$ cat src/bary_pkg.sv
// Shared constants and types for the barycentric weight pipeline.
package bary_pkg;

    localparam int BARY_COORD_BITS       = 16;
    localparam int BARY_WEIGHT_FRAC_BITS = 16;
    localparam int BARY_FIELD_BITS       = 16;
    localparam int BARY_WEIGHT_BITS      = 20;
    localparam int BARY_LANES            = 3;

    typedef struct packed {
        logic [BARY_LANES-1:0] neg;
        logic [BARY_LANES-1:0] ovf;
        logic                  in_tri;
        logic                  degen;
    } bary_flags_t;

endpackage

$ cat src/bary_div_cell.sv
// One restoring division cell: one quotient bit for each of the three weights.
module bary_div_cell #(
    parameter int MAG_BITS = 37
) (
    input  logic                                          clk,
    input  logic                                          rst_n,
    input  logic                                          valid_in,
    output logic                                          en_up,
    input  logic                                          en_down,
    output logic                                          valid_out,
    input  logic [MAG_BITS-1:0]                           den_in,
    input  logic [bary_pkg::BARY_LANES-1:0][MAG_BITS-1:0] rem_in,
    input  logic [bary_pkg::BARY_LANES-1:0][bary_pkg::BARY_WEIGHT_BITS-1:0] xlo_in,
    input  logic [bary_pkg::BARY_LANES-1:0][bary_pkg::BARY_WEIGHT_BITS-1:0] q_in,
    input  bary_pkg::bary_flags_t                         flags_in,
    output logic [MAG_BITS-1:0]                           den_out,
    output logic [bary_pkg::BARY_LANES-1:0][MAG_BITS-1:0] rem_out,
    output logic [bary_pkg::BARY_LANES-1:0][bary_pkg::BARY_WEIGHT_BITS-1:0] xlo_out,
    output logic [bary_pkg::BARY_LANES-1:0][bary_pkg::BARY_WEIGHT_BITS-1:0] q_out,
    output bary_pkg::bary_flags_t                         flags_out
);
    import bary_pkg::*;

    localparam int MW = MAG_BITS;
    localparam int QB = BARY_WEIGHT_BITS;

    logic                          v_reg;
    logic [MW-1:0]                 den_reg;
    logic [BARY_LANES-1:0][MW-1:0] rem_reg;
    logic [BARY_LANES-1:0][MW-1:0] rem_next;
    logic [BARY_LANES-1:0][QB-1:0] xlo_reg;
    logic [BARY_LANES-1:0][QB-1:0] xlo_next;
    logic [BARY_LANES-1:0][QB-1:0] q_reg;
    logic [BARY_LANES-1:0][QB-1:0] q_next;
    bary_flags_t                   flags_reg;
    logic [MW:0]                   r2  [BARY_LANES];
    logic [MW:0]                   dif [BARY_LANES];
    logic                          ge  [BARY_LANES];

    assign en_up = !v_reg || en_down;

    // Shift in the next dividend bit and subtract the divisor when it fits.
    always_comb
    begin
        for (int l = 0; l < BARY_LANES; l++)
        begin
            r2[l]       = {rem_in[l], xlo_in[l][QB-1]};
            dif[l]      = r2[l] - {1'b0, den_in};
            ge[l]       = (r2[l] >= {1'b0, den_in});
            rem_next[l] = ge[l] ? dif[l][MW-1:0] : r2[l][MW-1:0];
            xlo_next[l] = {xlo_in[l][QB-2:0], 1'b0};
            q_next[l]   = {q_in[l][QB-2:0], ge[l]};
        end
    end

    always_ff @(posedge clk or negedge rst_n)
    begin
        if (!rst_n)
        begin
            v_reg <= 1'b0;
        end
        else if (en_up)
        begin
            v_reg <= valid_in;
        end
    end

    always_ff @(posedge clk)
    begin
        if (en_up)
        begin
            den_reg   <= den_in;
            rem_reg   <= rem_next;
            xlo_reg   <= xlo_next;
            q_reg     <= q_next;
            flags_reg <= flags_in;
        end
    end

    assign valid_out = v_reg;
    assign den_out   = den_reg;
    assign rem_out   = rem_reg;
    assign xlo_out   = xlo_reg;
    assign q_out     = q_reg;
    assign flags_out = flags_reg;

endmodule

$ cat config.mk
export PLATFORM = sky130hd
export DESIGN_NAME = bary_div_cell
export DESIGN_NICKNAME = d
export VERILOG_FILES = /design/src/bary_pkg.sv /design/src/bary_div_cell.sv
export SDC_FILE = /design/constraint.sdc
export NUM_CORES = 1
export LEC_CHECK = 0
export ABC_AREA = 1
export BUFFER_PORTS_ARGS = -buffer_cell sky130_fd_sc_hd__clkbuf_2
export CAP_MARGIN = 20
export CORE_MARGIN = 5
export CORE_UTILIZATION = 29
export DETAILED_ROUTE_END_ITERATION = 8
export SYNTH_ARGS = -nofsm -noshare
export SYNTH_HDL_FRONTEND = slang
export SYNTH_SLANG_ARGS = --single-unit
$ cat constraint.sdc
create_clock -name clk -period 7.8 [get_ports clk]
set_clock_uncertainty 0.1 [all_clocks]
set_input_delay 0.78 -clock clk [delete_from_list [all_inputs] [get_ports clk]]
set_output_delay 0.78 -clock clk [all_outputs]
set_load 0.03 [all_outputs]
==> results.md <==
- Run status: complete, no violations
- CP arrival: roughly 3.9 ns
- Worst vdd ir: roughly 0.11 mV
- Worst Setup SP: den_in[29]
- Combinational family with the most area after synthesis: simple AND/OR/NAND/NOR gates
- CP endpoint kind: register
- Drt pass-1 iters: 5
- First-pass GRT wire length: 112,000 um
- Syn Std Cell Area: 18,700 sq um
- CTS buffer count: 34
- R2r setup slk: roughly 5.1 ns
- Non-filler cells, final: between 3,000 and 4,000
- Routed Antenna Nets: 0
- Power Dens Cells: 210 nW/um^2
- Largest cells by area after synthesis: edfxtp_1, nand2_1, ha_1, inv_1, nand3_1
- WS Path Type: in2reg
- Buffer depth of the longest clock path: 3
- Crit Reg-Reg Startpoint: valid_out$_DFFE_PN0P_
- Row count: slightly above 90
- RSZ-0062 raised after global routing: no
- Dpl hpwl: 66,000 um
- Clock Pin Slew Worst Setup and Hold Paths: 0.06 ns
- LEAKAGE: 12.1 nW
- DR vias: 17,700
- PortBufs: approximately 550
- Yosys reg bits: roughly 270
- DRT iter0 DRCs: 1,320
- Slowest CP cell: nand4_1
- Crit-path most repeated cell: nand2_1
- Ratio of cells with drive above 1 in the final layout: 0.233
- Share of the synthesized area in the top cell type: 0.440
- Gpl congestion: 0.954
- Compound-Gate Fraction of Synth Area: 0.0378
- Seq/Total Area, Yosys: 0.441
- CTS HTree Levels: 2
- TritonCTS clock tree: built
- Synthesis warning total: 0
- Post-Synth Simple-Gate Area: 0.327
- CP peak stage delay: 0.75 ns
- Worst min-delay path class: in2reg
- Number of library cell types mapped by synthesis: 34
- Largest net degree at the start of global routing: 145
- CTS Root Cell: clkbuf_16
- P&R area growth vs syn: 25.2%
- Slew Viols, Final: 0
- FMAX: approximately 270 MHz
- Placed Cells: between 3,000 and 4,000
- Die X: 264 um
- Setup_tns: 0 ns
- Initial Utilization: 0.291
- Die Y: around 260 um
- Initial antenna violation count: 7
- Crit path to: rem_out[73]$_DFFE_PP_
- Adder-Cell Fraction of Synth Area: 0.0777
- Vias in the first global route: about 17,000
- Worst slew pin tran: roughly 0.95 ns
- CORE AREA: 64,100 sq um
- Register-to-Register Path Depth: 3
- Startpoint types: input pin
- Final setup vio count: 0
- Clk sinks: 274
- WL/cell: 20.5 um
- CP delay by family, top: simple AND/OR/NAND/NOR gates
- Clk_lat worst skew: 0.53 ns
- Bufs and invs on worst path: 4
- Post-CTS resize count: 0
- Nets: between 3,000 and 4,000
- Drc violations: 0
- Top Ports: 558
- Xor/xnor share of the synthesized area: 0.0268
- Cell count along the critical path: 12
- Mux share of post-synthesis cell area: 0
- Fin. Hold Viols: 0
- Post-synth top area cell: edfxtp_1
- Worst path required time: roughly 8.0 ns
- Period utilisation layout: 0.480
- Max cap viols: 0
- Relative slew slack: 0.366
- Cell Chain, Critical Path: clkbuf_2 > inv_1 > ha_1 > nand2_1 > inv_1 > a21oi_1 > nand2_1 > a21oi_1 > nand4_1 > buf_4 > nand3_1 > nand2_1
- Worst reg2reg endpoint: rem_out[16]$_DFFE_PP_
- GR Util All Layers: 0.216
- Mean Syn Cell Area: ~7.8 sq um
- Tmin final: roughly 3.7 ns
- CP Max Fanout: 20
- DRT Wirelength: ~79,000 um
- Via density: roughly 4.6
- Mapped Cells: 2,403
- DIE AREA: 69,500 sq um
- Congestion Overflow GR: 0
==> cell type report <==
type,instances,area [sq um]
repair buffers,558,2830
clock buffers,46,937
diodes,2,5.00
flip-flops and latches,274,8220
inverters,376,1410
well taps,855,1070
fillers,6799,40800
multi-input cells,1722,8770
clock inverters,14,101
==> metal layers <==
metal / routed length [um] / global-route usage
met1: 31100 / 0.253
met2: 40200 / 0.398
met3: 5430 / 0.0482
met4: 2260 / 0.0574
met5: 59 / 0
==> state kept, by name, summed over array words and instances, names as in the netlist <==
name,count
xlo_out,57
q_out,60
rem_out,111
den_out,37
flags_out,8
valid_out,1
==> synth_stat cells (all sizes together) <==
cell,instances
nand2,892
conb,1
a31oi,3
o21bai,18
xnor2,3
buf,33
nor2,220
a21boi,3
nand3,248
dfrtp,1
a31o,3
xor2,54
nand3b,27
nor3,22
nand4,14
edfxtp,273
clkinv,3
fa,3
o21ai,18
inv,373
a21oi,80
ha,111
==> per-stage QoR <==
step                      utilization  hold WS (ns)  power [W]  setup WS, ns  instance area [sq um]
after floorplan                     -         0.384    0.00293         0.170                  18700
after global routing            0.364         0.281    0.00517          3.88                  23300
after global placement          0.348         0.458    0.00344          3.54                  22300
after CTS                       0.364         0.275    0.00498          4.09                  23300
after detailed placement        0.348         0.460    0.00345          3.51                  22300
final                           0.364         0.316    0.00491          4.05                  23300
==> power breakdown <==
group	internal [W]	switching, W
combinational	0.000426	0.00110
clock	0.000850	0.000649
sequential	0.00183	0.0000569
==> repair_timing <==
item                                   in CTS  in global routing
hold buffers                                1                  0
setup buffers                               0                  0
endpoints found under the hold margin       1                  0
==> cells in the final DEF, fill, tap and decap left out, types with 27 or more instances in the layout <==
cell,Yosys,layout
a21oi_1,77,77
clkbuf_16,0,35
clkbuf_2,0,551
edfxtp_1,273,273
ha_1,111,111
inv_1,362,362
nand2_1,862,861
nand3_1,232,232
nand3b_1,27,27
nor2_1,195,195
xor2_1,54,54
==> cell families after synthesis <==
| group | count (synthesis) |
|---|---|
| and+or+nand+nor | 1423 |
| buffers and inverters | 409 |
| DFF | 274 |
| AOI/OAI and AO/OA | 125 |
| adders and majority gates | 114 |
| xor gates and xnor gates | 57 |
| other | 1 |
==> how the worst min path moves through the flow <==
stage                     from                    end  slack (ns)  depth (start not counted)
floorplan                rst_n  valid_out$_DFFE_PN0P_        0.38                          0
global placement         rst_n  valid_out$_DFFE_PN0P_        0.46                          1
detailed placement       rst_n  valid_out$_DFFE_PN0P_        0.46                          1
CTS                 xlo_in[11]  xlo_out[12]$_DFFE_PP_        0.27                          1
global route          q_in[33]    q_out[34]$_DFFE_PP_        0.28                          1
finish              xlo_in[56]  xlo_out[57]$_DFFE_PP_        0.32                          1
Note: power is estimated with default switching activity, not from simulation.
